$ cat config.mk
export PLATFORM = sky130hd
export DESIGN_NAME = isfd_regs
export DESIGN_NICKNAME = d
export VERILOG_FILES = /design/src/imu_serial_frame_decoder_top_defines.svh /design/src/isfd_pkg.sv /design/src/isfd_regs.sv
export SDC_FILE = /design/constraint.sdc
export NUM_CORES = 1
export LEC_CHECK = 0
export BUFFER_PORTS_ARGS = -buffer_cell sky130_fd_sc_hd__buf_2
export CAP_MARGIN = 20
export CORE_MARGIN = 4
export CORE_UTILIZATION = 38
export DETAILED_ROUTE_END_ITERATION = 10
export PLACE_DENSITY = 0.76
export SETUP_SLACK_MARGIN = 0.3
export SYNTH_ARGS = -nofsm -noshare
export SYNTH_HDL_FRONTEND = slang
export SYNTH_SLANG_ARGS = --single-unit
$ cat constraint.sdc
create_clock -name clk -period 1.1 [get_ports clk]
set_clock_uncertainty 0.15 [all_clocks]
set_input_delay 0.22 -clock clk [delete_from_list [all_inputs] [get_ports clk]]
set_output_delay 0.22 -clock clk [all_outputs]
set_load 0.03 [all_outputs]
$ cat src/imu_serial_frame_decoder_top_defines.svh
// Assertion macros shared by the serial frame decoder modules.
// Included by the modules that carry concurrent assertions; no other dependencies.
`ifndef IMU_SERIAL_FRAME_DECODER_TOP_DEFINES_SVH
`define IMU_SERIAL_FRAME_DECODER_TOP_DEFINES_SVH

// The consequent must hold in the same cycle as the antecedent.
`define ISFD_ASSERT_SAME(lbl, ck, rn, ante, cons, msg) \
	lbl: assert property (@(posedge ck) disable iff (!(rn)) (ante) |-> (cons)) \
		else $error(msg);

// The consequent must hold in the cycle after the antecedent.
`define ISFD_ASSERT_NEXT(lbl, ck, rn, ante, cons, msg) \
	lbl: assert property (@(posedge ck) disable iff (!(rn)) (ante) |=> (cons)) \
		else $error(msg);

`endif

$ cat src/isfd_pkg.sv
// Shared types, constants and decode helpers for the serial frame decoder.
// Used by every module of the block; depends on nothing else.
`timescale 1ns / 1ps

package isfd_pkg;

	localparam int FRAME_BYTES = 11;
	localparam int STORE_DEPTH = FRAME_BYTES - 2;
	localparam int POS_W = 4;
	localparam logic [POS_W-1:0] LAST_POS = POS_W'(FRAME_BYTES - 1);

	localparam logic [7:0] HEADER_BYTE = 8'h55;
	localparam logic [7:0] TYPE_ACCEL = 8'h51;
	localparam logic [7:0] TYPE_RATE = 8'h52;
	localparam logic [7:0] TYPE_ANGLE = 8'h53;

	localparam logic [1:0] KIND_ACCEL = 2'd0;
	localparam logic [1:0] KIND_RATE = 2'd1;
	localparam logic [1:0] KIND_ANGLE = 2'd2;
	localparam logic [1:0] KIND_OTHER = 2'd3;

	localparam int GRAVITY_W = 21;
	localparam logic [GRAVITY_W-1:0] GRAVITY_RESET = 21'd642253;
	localparam logic [GRAVITY_W-1:0] RATE_SCALE = 21'd4000;
	localparam logic [GRAVITY_W-1:0] ANGLE_SCALE = 21'd360;
	localparam int ACCEL_SHIFT = 11;

	// (raw << 16) / 340 equals |raw| * 16384 / 85; the reciprocal below is
	// exact for every 16-bit magnitude after a shift of 37 - 14 bits.
	localparam logic [30:0] DIV85_MUL = 31'd1616928865;
	localparam int DIV85_SHIFT = 23;
	localparam logic [24:0] TEMP_OFFSET = 25'd2394030;

	localparam int VALUE_W = 28;
	localparam int TEMP_W = 25;
	localparam int PROD_W = 38;
	localparam int TPROD_W = 48;

	localparam int ADDR_W = 3;
	localparam logic REG_GRAVITY = 1'b0;

	typedef struct packed {
		logic [7:0]         ftype;
		logic signed [15:0] raw_x;
		logic signed [15:0] raw_y;
		logic signed [15:0] raw_z;
		logic signed [15:0] raw_t;
	} frame_t;

	function automatic logic [1:0] kind_of(input logic [7:0] ftype);
		logic [1:0] k;
		case (ftype)
			TYPE_ACCEL: k = KIND_ACCEL;
			TYPE_RATE:  k = KIND_RATE;
			TYPE_ANGLE: k = KIND_ANGLE;
			default:    k = KIND_OTHER;
		endcase
		return k;
	endfunction

endpackage

$ cat src/isfd_regs.sv
// Configuration register file on an APB-style port: holds the gravity scale.
// Depends on isfd_pkg for widths, register index and reset value.
`timescale 1ns / 1ps

module isfd_regs (
	input  logic                                clk,
	input  logic                                arst_n,
	input  logic                                psel,
	input  logic                                penable,
	input  logic                                pwrite,
	input  logic [isfd_pkg::ADDR_W-1:0]         paddr,
	input  logic [31:0]                         pwdata,
	output logic [31:0]                         prdata,
	output logic                                pready,
	output logic [isfd_pkg::GRAVITY_W-1:0]      gravity
);

	logic                              reg_idx;
	logic [isfd_pkg::GRAVITY_W-1:0]    gravity_q;

	assign reg_idx = paddr[isfd_pkg::ADDR_W-1];
	assign pready = 1'b1;

	always_ff @(posedge clk or negedge arst_n) begin
		if (!arst_n) begin
			gravity_q <= isfd_pkg::GRAVITY_RESET;
		end else if (psel && penable && pwrite && reg_idx == isfd_pkg::REG_GRAVITY) begin
			gravity_q <= pwdata[isfd_pkg::GRAVITY_W-1:0];
		end
	end

	always_comb begin
		if (reg_idx == isfd_pkg::REG_GRAVITY) begin
			prdata = {(32 - isfd_pkg::GRAVITY_W)'(0), gravity_q};
		end else begin
			prdata = 32'd0;
		end
	end

	assign gravity = gravity_q;

endmodule

==> results.md <==
- Post-synthesis async set-or-reset flop share: between 90% and 100%
- Antenna diode count: 0
- Netlist Area Pre-Place: 1130 sq um
- GRT Util Overall: 16.7%
- Netlist cell types: 10
- Initial Util: between 40% and 50%
- CTS tree: yes
- Synth warn: 0
- CP cell instances: nor2b_4 -> buf_6
- Worst slack, placed: -0.236 ns
- Arrival @ worst endpoint: 1.18 ns
- Avg Cell Area, Syn: 13.8 sq um
- Predominant post-synthesis flop cell: dfstp_2
- Port bufs: 68
- Worst-path clk slew: 0.13 ns
- Root buf cell: clkbuf_4
- Drt pass-1 iters: 4
- Vias in the first global route: 985
- Global-route wire length before repair: approximately 5100 microns
- Worst Setup Slack, final: -0.447 ns
- Final ANT Viol Nets: 0
- Post-synth top cells: nor2b_1, mux2_4, buf_4
- Final Hold Vio Count: 21
- Net count, final: 210
- Sequential fraction of the synthesis area: 47.6%
- Max cap viols: 0
- Critical Path RT: 0.73 ns
- Failing checks: hold timing, setup timing
- Setup CP Type: flop to output pin
- Largest cells by area after synthesis: mux2_4, dfstp_2, dfrtp_1
- Die width: roughly 63 microns
- Layout cells sized above 1: 92.9%
- Gpl congestion: roughly 0.76
- Status: complete, but fails checks
- Drt drc: 0
- DR vias/cell: 4.66
- Hold crit path type: input port to async pin
- Synth area leader: mux2_4
- Wirelength, routed: 3490 microns
- Pwr dens: 1750 nW/um^2
- Cell with the largest stage delay on the worst path: dfstp_2
- Worst skew pair latency: 0.30 ns
- Grt ovf: 0
- Max Slew Vio Count: 0
- Post-Syn Instances: 82
- Clock Path Buffers: 2
- # IOs: 94
- Most frequent cell after synthesis: nor2b_1
- H-tree levels: 1
- Core area: 2810 sq um
- Max reg flops: 21
- Vias: 931
- TritonCTS Sinks: 21
- Num rows: 19
- Layout area overhead: 91.3%
- Antenna violations before repair: 0
- Final period util: 141%
- Final hold slack: -0.298 ns
- Final Setup Violations: between 40 and 50
- Hpwl dp: 2040 microns
- Crit-path max FO: 3
- Tmin final: 1.55 ns
- Seq cells post-synth: 21
- Leak: roughly 1.1 nW
- Wire per inst: 17.5 microns
- Crit end category: output pin
- Die height: 62.6 microns
- Fin cells: 200
- Unrepaired setup endpoints after global routing: yes
- Die area: around 3900 sq um
- Setup TNS: -12.98 ns
- # fillers: 171
- CTS Buf Count: 3
- Fmax achieved: 646 MHz
- Iter 0 DRT Violations: 15
- CP startpoint kind: flop
- Placed insts: 179
- Max incr delay on CP: between 0.5 and 0.6 ns
- VDD IR max: 0.937 mV
- Share of the synthesized area in the top cell type: between 20% and 30%
- Largest net degree at the start of global routing: 22
- Post-synth EDFFs: 0
==> cells by family (layout without fill, tap and decap cells) <==
kind of cell	count (synthesis)	after routing	share of synthesized area, %
buffers and inverters	16	93	10.6
and+or+nand+nor	22	22	13.7
DFF	21	21	47.6
other	2	12	0.662
muxes	21	21	27.5
==> metrics by stage <==
step / utilization, % / instance area, sq um / total power, mW
after floorplan: - / 1350 / 2.34
after global placement: 59.1 / 1660 / 2.66
after detailed placement: 59.1 / 1660 / 2.70
after CTS: 73.1 / 2050 / 3.58
after global routing: 77.3 / 2170 / 3.97
final: 77.3 / 2170 / 3.79
==> critical path, delay by kind of cell, from the launching register on <==
family,cells,cell delay (ns)
buffers and inverters,1,0.13
DFF,1,0.59
and+or+nand+nor,1,0.15
==> layout by cell type, fill, tap and decap left out <==
master | Yosys | routed
nor2b_4 | 0 | 21
buf_2 | 0 | 25
clkinv_2 | 0 | 1
buf_12 | 0 | 2
buf_8 | 0 | 1
nand4b_4 | 1 | 1
dfrtp_2 | 0 | 10
clkbuf_4 | 0 | 3
buf_4 | 12 | 1
dfstp_2 | 11 | 11
conb_1 | 2 | 12
mux2_4 | 20 | 21
clkbuf_16 | 0 | 1
buf_6 | 2 | 59
==> repair_timing <==
action | CTS | global route
resized for setup | 89 | 18
pin swaps | 0 | 0
cloned | 1 | 0
endpoints found under the setup margin | 63 | 63
endpoints found under the hold margin | 31 | 30
buffers inserted | 8 | 8
==> power by group <==
| group | leakage (nW) | internal [mW] | total, mW | switching, mW |
|---|---|---|---|---|
| Clock | 0.0177 | 0.136 | 0.380 | 0.245 |
| Combinational | 0.895 | 1.21 | 2.21 | 1.00 |
| Sequential | 0.225 | 1.03 | 1.20 | 0.176 |
| Total | 1.14 | 2.37 | 3.79 | 1.42 |
==> worst paths after layout <==
check                                               end  depth (start not counted)                    start  slack [ns]
worst min-delay path            gravity[17]$_DFFE_PN0P_                          1                   arst_n       -0.30
worst max register to register   gravity[5]$_DFFE_PN0P_                          3   gravity[5]$_DFFE_PN0P_       -0.08
worst min register to register  gravity[18]$_DFFE_PN0P_                          1  gravity[18]$_DFFE_PN0P_        0.41
min in group clk                 gravity[3]$_DFFE_PN1P_                          2                pwdata[3]       -0.02
worst max-delay path                          prdata[7]                          2   gravity[7]$_DFFE_PN1P_       -0.45
max in group asynchronous       gravity[12]$_DFFE_PN0P_                          1                   arst_n        0.75
==> layout make-up <==
class                      count  area, sq um  area share [%]
multi-input combinational     55          673            31.0
timing repair buffer          89          877            40.5
tap                           31         38.8            1.79
clock inverter                 1         5.00           0.231
clock buffer                   3         22.5            1.04
sequential                    21          552            25.4
==> metal layers <==
layer | wire length [microns] | global-route usage (%) | vias to the layer above
li1 | - | - | 414
met1 | 1210 | 18.6 | 455
met2 | 1960 | 30.5 | 54
met3 | 252 | 3.24 | 8
met4 | 71 | 7.71 | 0
met5 | 0 | 0 | -
Note: power is estimated with default switching activity, not from simulation.
