**src/imu_serial_frame_decoder_top_defines.svh**
```systemverilog
// Assertion macros shared by the serial frame decoder modules.
// Included by the modules that carry concurrent assertions; no other dependencies.
`ifndef IMU_SERIAL_FRAME_DECODER_TOP_DEFINES_SVH
`define IMU_SERIAL_FRAME_DECODER_TOP_DEFINES_SVH

// The consequent must hold in the same cycle as the antecedent.
`define ISFD_ASSERT_SAME(lbl, ck, rn, ante, cons, msg) \
	lbl: assert property (@(posedge ck) disable iff (!(rn)) (ante) |-> (cons)) \
		else $error(msg);

// The consequent must hold in the cycle after the antecedent.
`define ISFD_ASSERT_NEXT(lbl, ck, rn, ante, cons, msg) \
	lbl: assert property (@(posedge ck) disable iff (!(rn)) (ante) |=> (cons)) \
		else $error(msg);

`endif

```
**src/isfd_pkg.sv**
```systemverilog
// Shared types, constants and decode helpers for the serial frame decoder.
// Used by every module of the block; depends on nothing else.
`timescale 1ns / 1ps

package isfd_pkg;

	localparam int FRAME_BYTES = 11;
	localparam int STORE_DEPTH = FRAME_BYTES - 2;
	localparam int POS_W = 4;
	localparam logic [POS_W-1:0] LAST_POS = POS_W'(FRAME_BYTES - 1);

	localparam logic [7:0] HEADER_BYTE = 8'h55;
	localparam logic [7:0] TYPE_ACCEL = 8'h51;
	localparam logic [7:0] TYPE_RATE = 8'h52;
	localparam logic [7:0] TYPE_ANGLE = 8'h53;

	localparam logic [1:0] KIND_ACCEL = 2'd0;
	localparam logic [1:0] KIND_RATE = 2'd1;
	localparam logic [1:0] KIND_ANGLE = 2'd2;
	localparam logic [1:0] KIND_OTHER = 2'd3;

	localparam int GRAVITY_W = 21;
	localparam logic [GRAVITY_W-1:0] GRAVITY_RESET = 21'd642253;
	localparam logic [GRAVITY_W-1:0] RATE_SCALE = 21'd4000;
	localparam logic [GRAVITY_W-1:0] ANGLE_SCALE = 21'd360;
	localparam int ACCEL_SHIFT = 11;

	// (raw << 16) / 340 equals |raw| * 16384 / 85; the reciprocal below is
	// exact for every 16-bit magnitude after a shift of 37 - 14 bits.
	localparam logic [30:0] DIV85_MUL = 31'd1616928865;
	localparam int DIV85_SHIFT = 23;
	localparam logic [24:0] TEMP_OFFSET = 25'd2394030;

	localparam int VALUE_W = 28;
	localparam int TEMP_W = 25;
	localparam int PROD_W = 38;
	localparam int TPROD_W = 48;

	localparam int ADDR_W = 3;
	localparam logic REG_GRAVITY = 1'b0;

	typedef struct packed {
		logic [7:0]         ftype;
		logic signed [15:0] raw_x;
		logic signed [15:0] raw_y;
		logic signed [15:0] raw_z;
		logic signed [15:0] raw_t;
	} frame_t;

	function automatic logic [1:0] kind_of(input logic [7:0] ftype);
		logic [1:0] k;
		case (ftype)
			TYPE_ACCEL: k = KIND_ACCEL;
			TYPE_RATE:  k = KIND_RATE;
			TYPE_ANGLE: k = KIND_ANGLE;
			default:    k = KIND_OTHER;
		endcase
		return k;
	endfunction

endpackage

```
**src/isfd_framer.sv**
```systemverilog
// Byte-level frame hunter: finds the header, collects the frame, checks the sum.
// Depends on isfd_pkg; hands each good frame on as a frame_t with valid/ready.
`timescale 1ns / 1ps
`include "imu_serial_frame_decoder_top_defines.svh"

module isfd_framer (
	input  logic              clk,
	input  logic              arst_n,
	input  logic              in_valid,
	output logic              in_ready,
	input  logic [7:0]        rx_byte,
	output logic              frm_valid,
	input  logic              frm_ready,
	output isfd_pkg::frame_t  frm
);

	logic [isfd_pkg::POS_W-1:0] pos_q;
	logic [7:0]                 sum_q;
	logic [7:0]                 store_q [isfd_pkg::STORE_DEPTH];
	logic                       frm_valid_s1;
	isfd_pkg::frame_t           frm_s1;
	logic                       fire;
	logic                       collecting;
	logic                       at_last;
	logic [isfd_pkg::POS_W-1:0] widx;

	assign in_ready = !frm_valid_s1 || frm_ready;
	assign fire = in_valid && in_ready;
	assign collecting = (pos_q != '0) && (pos_q < isfd_pkg::LAST_POS);
	assign at_last = (pos_q == isfd_pkg::LAST_POS);
	assign widx = pos_q - isfd_pkg::POS_W'(1);

	always_ff @(posedge clk or negedge arst_n) begin
		if (!arst_n) begin
			pos_q <= '0;
			sum_q <= isfd_pkg::HEADER_BYTE;
		end else if (fire) begin
			if (pos_q == '0) begin
				if (rx_byte == isfd_pkg::HEADER_BYTE) begin
					pos_q <= isfd_pkg::POS_W'(1);
					sum_q <= isfd_pkg::HEADER_BYTE;
				end
			end else if (at_last) begin
				pos_q <= '0;
			end else begin
				pos_q <= pos_q + isfd_pkg::POS_W'(1);
				sum_q <= sum_q + rx_byte;
			end
		end
	end

	always_ff @(posedge clk) begin
		for (int i = 0; i < isfd_pkg::STORE_DEPTH; i++) begin
			if (fire && collecting && widx == isfd_pkg::POS_W'(i)) begin
				store_q[i] <= rx_byte;
			end
		end
	end

	// A frame whose checksum matches is copied out, so the store is free
	// for the next frame at once.
	always_ff @(posedge clk or negedge arst_n) begin
		if (!arst_n) begin
			frm_valid_s1 <= 1'b0;
		end else if (fire && at_last && rx_byte == sum_q) begin
			frm_valid_s1 <= 1'b1;
		end else if (frm_ready) begin
			frm_valid_s1 <= 1'b0;
		end
	end

	always_ff @(posedge clk) begin
		if (fire && at_last && rx_byte == sum_q) begin
			frm_s1.ftype <= store_q[0];
			frm_s1.raw_x <= {store_q[2], store_q[1]};
			frm_s1.raw_y <= {store_q[4], store_q[3]};
			frm_s1.raw_z <= {store_q[6], store_q[5]};
			frm_s1.raw_t <= {store_q[8], store_q[7]};
		end
	end

	assign frm_valid = frm_valid_s1;
	assign frm = frm_s1;

	`ISFD_ASSERT_NEXT(a_hunt_stays, clk, arst_n,
		fire && pos_q == '0 && rx_byte != isfd_pkg::HEADER_BYTE, pos_q == '0,
		"framer left hunting on a non-header byte")
	`ISFD_ASSERT_NEXT(a_last_returns, clk, arst_n,
		fire && at_last, pos_q == '0,
		"framer did not return to hunting after the checksum byte")
	`ISFD_ASSERT_NEXT(a_good_frame, clk, arst_n,
		fire && at_last && rx_byte == sum_q, frm_valid_s1,
		"frame with a matching checksum was not passed on")

endmodule

```
**config.mk**
```make
export PLATFORM = sky130hd
export DESIGN_NAME = isfd_framer
export DESIGN_NICKNAME = d
export VERILOG_FILES = /design/src/isfd_pkg.sv /design/src/isfd_framer.sv
export VERILOG_INCLUDE_DIRS = /design/src /design/src/src
export SDC_FILE = /design/constraint.sdc
export NUM_CORES = 1
export LEC_CHECK = 0
export BUFFER_PORTS_ARGS = -buffer_cell sky130_fd_sc_hd__buf_4
export CAP_MARGIN = 40
export CORE_MARGIN = 2
export CORE_UTILIZATION = 50
export DETAILED_ROUTE_END_ITERATION = 6
export GPL_ROUTABILITY_DRIVEN = 0
export PLACE_DENSITY_LB_ADDON = 0.1
export SETUP_SLACK_MARGIN = 0.05
export SLEW_MARGIN = 15
export SYNTH_ARGS = -nofsm -noshare
export SYNTH_HDL_FRONTEND = slang
export SYNTH_SLANG_ARGS = --single-unit
```
**constraint.sdc**
```tcl
create_clock -name clk -period 3.6 [get_ports clk]
set_input_delay 0.9 -clock clk [delete_from_list [all_inputs] [get_ports clk]]
set_output_delay 0.9 -clock clk [all_outputs]
set_load 0.05 [all_outputs]
```
==> results.md <==
- For this design the total switching power over the nets is around 1.1 mW.
- CTS placed an instance of sky130_fd_sc_hd__clkbuf_8 at the clock tree root.
- The reported leakage power is 2.45 nW.
- The maximum number of pins on one net before global-route repair is 42.
- The internal portion of the total power is around 3.5 mW.
- TritonCTS built the clock tree.
- The signed area change from the synthesized netlist to the final layout is 26.8%.
- The number of nets in the finished design is 392.
- The worst setup path is launched from an input pin.
- The count of input and output buffers is 85.
- VDD sags by at most about 0.43 mV.
- Wires add up to about 9000 µm.
- The floorplan has 37 rows.
- For this run, the top clock speed supported by timing is about 370 MHz.
- The first global-routing pass estimated roughly 14000 µm of wire.
- The sequential share of the synthesized area is 0.867.
- The final-report hold violation count is 0.
- The number of synthesized flops with an enable pin is between 100 and 150.
- The count of unresolved DRC violations after routing is 0.
- The synthesized design contains ~160 register bits.
- Setup repair after global routing left no endpoint under its margin.
- The starting DRC count in detailed routing is about 140.
- Counting the buffers created by CTS gives 17.
- The layout filler cell count is 737.
- The maximum fanout count along the critical path is 32.
- The average detailed-routed wire length per instance is 17.4 µm.
- The sequential cells in the finished layout cover a total of 4650 µm².
- Of the total power, combinational logic draws 0.122.
- The endpoint of the most critical register-to-register path is frm[14]$_DFFE_PP_.
- Including well taps, the total number of placed cells is around 490.
- The cell type with the highest aggregate area in the netlist is sky130_fd_sc_hd__edfxtp_1.
- The share of power burned in registers is 0.492.
- The proportion of netlist area held by the largest area contributor is 0.805.
- The core area is ~10000 µm².
- The setup check on the worst reg-to-reg path leaves a slack of 1.03 ns.
- Among all cell types in the netlist, the one instantiated most often is sky130_fd_sc_hd__edfxtp_1.
- Of the available clock period, the critical path in the final layout requires 0.744.
- Using the TritonRoute via totals, the vias-per-cell ratio works out to 4.99.
- STA classifies the critical path endpoint as a flop.
- The first-pass detailed-route iteration total is 4.
- The combined area of the multi-input logic cells is roughly 670 µm².
- The accumulated negative setup slack is 0 ns.
- The number of antenna violations at the first check in global routing is 0.
- The cell area that synthesis handed to floorplanning was 5370 µm².
- During I/O placement, the number of pins put on the boundary was 86.
- The final design utilization is 0.657.
- Ranked by instance count, the synthesized netlist is headed by sky130_fd_sc_hd__edfxtp_1 (144), sky130_fd_sc_hd__nor2_1 (17), sky130_fd_sc_hd__nand2_1 (13).
- The overall power consumption is around 4.6 mW.
- The count of nets left with antenna violations after detail routing is 0.
- The startpoint identified for the worst register-to-register timing path is sum_q[2]$_DFFE_PN1P_.
- Synthesis produced a netlist with a net count of around 290.
- The async set or reset register ratio after synthesis is 0.0828.
- The number of sinks driven by the clock tree is 157.
- The actual slew at the worst max-slew pin is between 0.7 and 0.8 ns.
- The fraction of power spent switching nets is 0.247.
- The path class of the tightest hold or removal check is input pin to async pin.
- The max-slew violation total from the final report is 0.
- The most used flip-flop cell after synthesis is sky130_fd_sc_hd__edfxtp_1.
- Setup violations remaining at the end of the flow were counted as 0.
- The total congestion overflow after global routing is 0.
- For the worst-skew pair, the clock arrives at the later sink with an insertion delay of 0.52 ns.
- The initial utilization of the core area, before any placement, comes to 0.518.
- The count of hold buffers inserted by post-cts repair is 0.
- In the synthesized netlist, the number of instances is 266.
- The run finished with clean final reports.
- The vertical die dimension is 108 µm.
- Across the run, the number of max-cap violations was 0.
- The die covers approximately 12000 µm².
- The clock arrives with 0.0129 ns of skew.
- The worst pin sits at a relative slew slack of 0.503.
- The clock slew at the register clock pins of the worst setup and hold paths is 0.06 ns.
- The number of global-route vias before repair was 2457.
- Data on the critical path is required at its endpoint by 3.77 ns.
- The estimated wirelength of the detail-placed design is 5610 µm.
- The floorplan die width is ~110 µm.
- The final instance count without filler cells is 520.
- Of the cells placed in the final design, the portion with a size suffix greater than 1 is 0.359.
- The CTS H-tree depth is 4.
- The average size of a mapped cell is around 20 µm².
- The post-CTS resize count is 0.
- The maximum clock path buffer count is 2.
- The overall via count from detail_route is approximately 2600.
- The clock period minus worst slack is 2.68 ns.
- Buffers added to address setup during post-CTS repair amount to 0.
- The number of distinct library cell variants in the gate-level netlist after synthesis is 43.
- The power per standard cell area is slightly below 700 nW/µm².
- Ranked by total cell area, the synthesized netlist is headed by sky130_fd_sc_hd__edfxtp_1 (81%), sky130_fd_sc_hd__dfrtp_1 (4.2%), sky130_fd_sc_hd__dfstp_2 (2.0%).
- For the worst setup path, the data arrival time is about 2.9 ns.
- The kind of critical path is input pin to flop.
- Across every metal layer, demand over resource in global routing totals 0.167.
- The part of the power in the clock network is 0.385.
- The number of cells traversed by the worst register-to-register path is 5.
- The number of warning messages in the yosys log is 0.
- 0 antenna diodes ended up in the layout.
## routing by layer
metal	GRT usage	part of all wire	vias to the layer above
li1	-	-	1237
met1	0.225	0.44	1278
met2	0.258	0.50	72
met3	0.0587	0.050	8
met4	0.0549	0.0081	0
met5	0	0	-
## critical path: stages
cell and delay (ns):
sky130_fd_sc_hd__buf_4 0.16, sky130_fd_sc_hd__ha_1 0.36, sky130_fd_sc_hd__or4_1 0.53, sky130_fd_sc_hd__nor4_1 0.23, sky130_fd_sc_hd__and4_4 0.29, sky130_fd_sc_hd__buf_4 0.36
## how the worst max path moves through the flow
stage                     startpoint  cells after the start           endpoint  slack [ns]
final                     rx_byte[2]                      6  frm[14]$_DFFE_PP_        0.92
after global routing      rx_byte[2]                      6  frm[13]$_DFFE_PP_        0.81
after CTS                 rx_byte[2]                      6  frm[14]$_DFFE_PP_        0.94
after detailed placement  rx_byte[2]                      6  frm[40]$_DFFE_PP_        0.39
after global placement    rx_byte[2]                      6  frm[14]$_DFFE_PP_        0.43
after floorplan           rx_byte[2]                      4   frm[0]$_DFFE_PP_        0.21
## power groups by stage
stage / logic [mW] / registers [mW] / clock network, mW
3_3_place_gp: 0.539 / 2.29 / 0
4_1_cts: 0.564 / 2.26 / 1.81
5_1_grt: 0.636 / 2.28 / 1.89
3_5_place_dp: 0.559 / 2.30 / 0
6_report: 0.562 / 2.26 / 1.77
2_1_floorplan: 0.466 / 2.25 / 0
## registers in the layout, indices dropped and copies added (netlist names)
signal	flops
sum_q	8
pos_q	4
store_q	72
frm	72
frm_valid	1
## metrics by stage
stage                     setup WS [ns]  hold WS (ns)  instance area (µm²)
after floorplan                   0.208         0.400                 5370
after global placement            0.431         0.401                 6190
after detailed placement          0.395         0.405                 6210
after CTS                         0.943         0.203                 6810
after global routing              0.806         0.200                 6810
final                             0.922         0.218                 6810
## logic make-up after synthesis
group,Yosys count,synth area share
flops,157,0.867
xor+xnor,5,0.00815
simple gates,57,0.0610
mux,1,0.00186
buf+inv,12,0.0107
compound gates,26,0.0317
fa+ha+maj,8,0.0200
## cells in the final DEF (no fill, tap or decap), types with 4 or more instances in the layout
master / n
sky130_fd_sc_hd__ha_1: 7
sky130_fd_sc_hd__clkbuf_16: 16
sky130_fd_sc_hd__inv_6: 4
sky130_fd_sc_hd__nand2_1: 13
sky130_fd_sc_hd__dfrtp_1: 9
sky130_fd_sc_hd__inv_1: 9
sky130_fd_sc_hd__buf_4: 88
sky130_fd_sc_hd__dfstp_2: 4
sky130_fd_sc_hd__edfxtp_1: 144
sky130_fd_sc_hd__o21ai_0: 6
sky130_fd_sc_hd__a21oi_1: 8
sky130_fd_sc_hd__xnor2_1: 4
sky130_fd_sc_hd__nor2_1: 17
## final cells by class
cell class | instances | share of cell area
Clock inverter | 14 | 0.0272
Inverter | 9 | 0.00496
Timing Repair Buffer | 90 | 0.101
Sequential cell | 157 | 0.683
Clock buffer | 17 | 0.0608
Multi-Input combinational cell | 97 | 0.0981
Tap cell | 136 | 0.0250
Power figures use the tool's default switching activity.
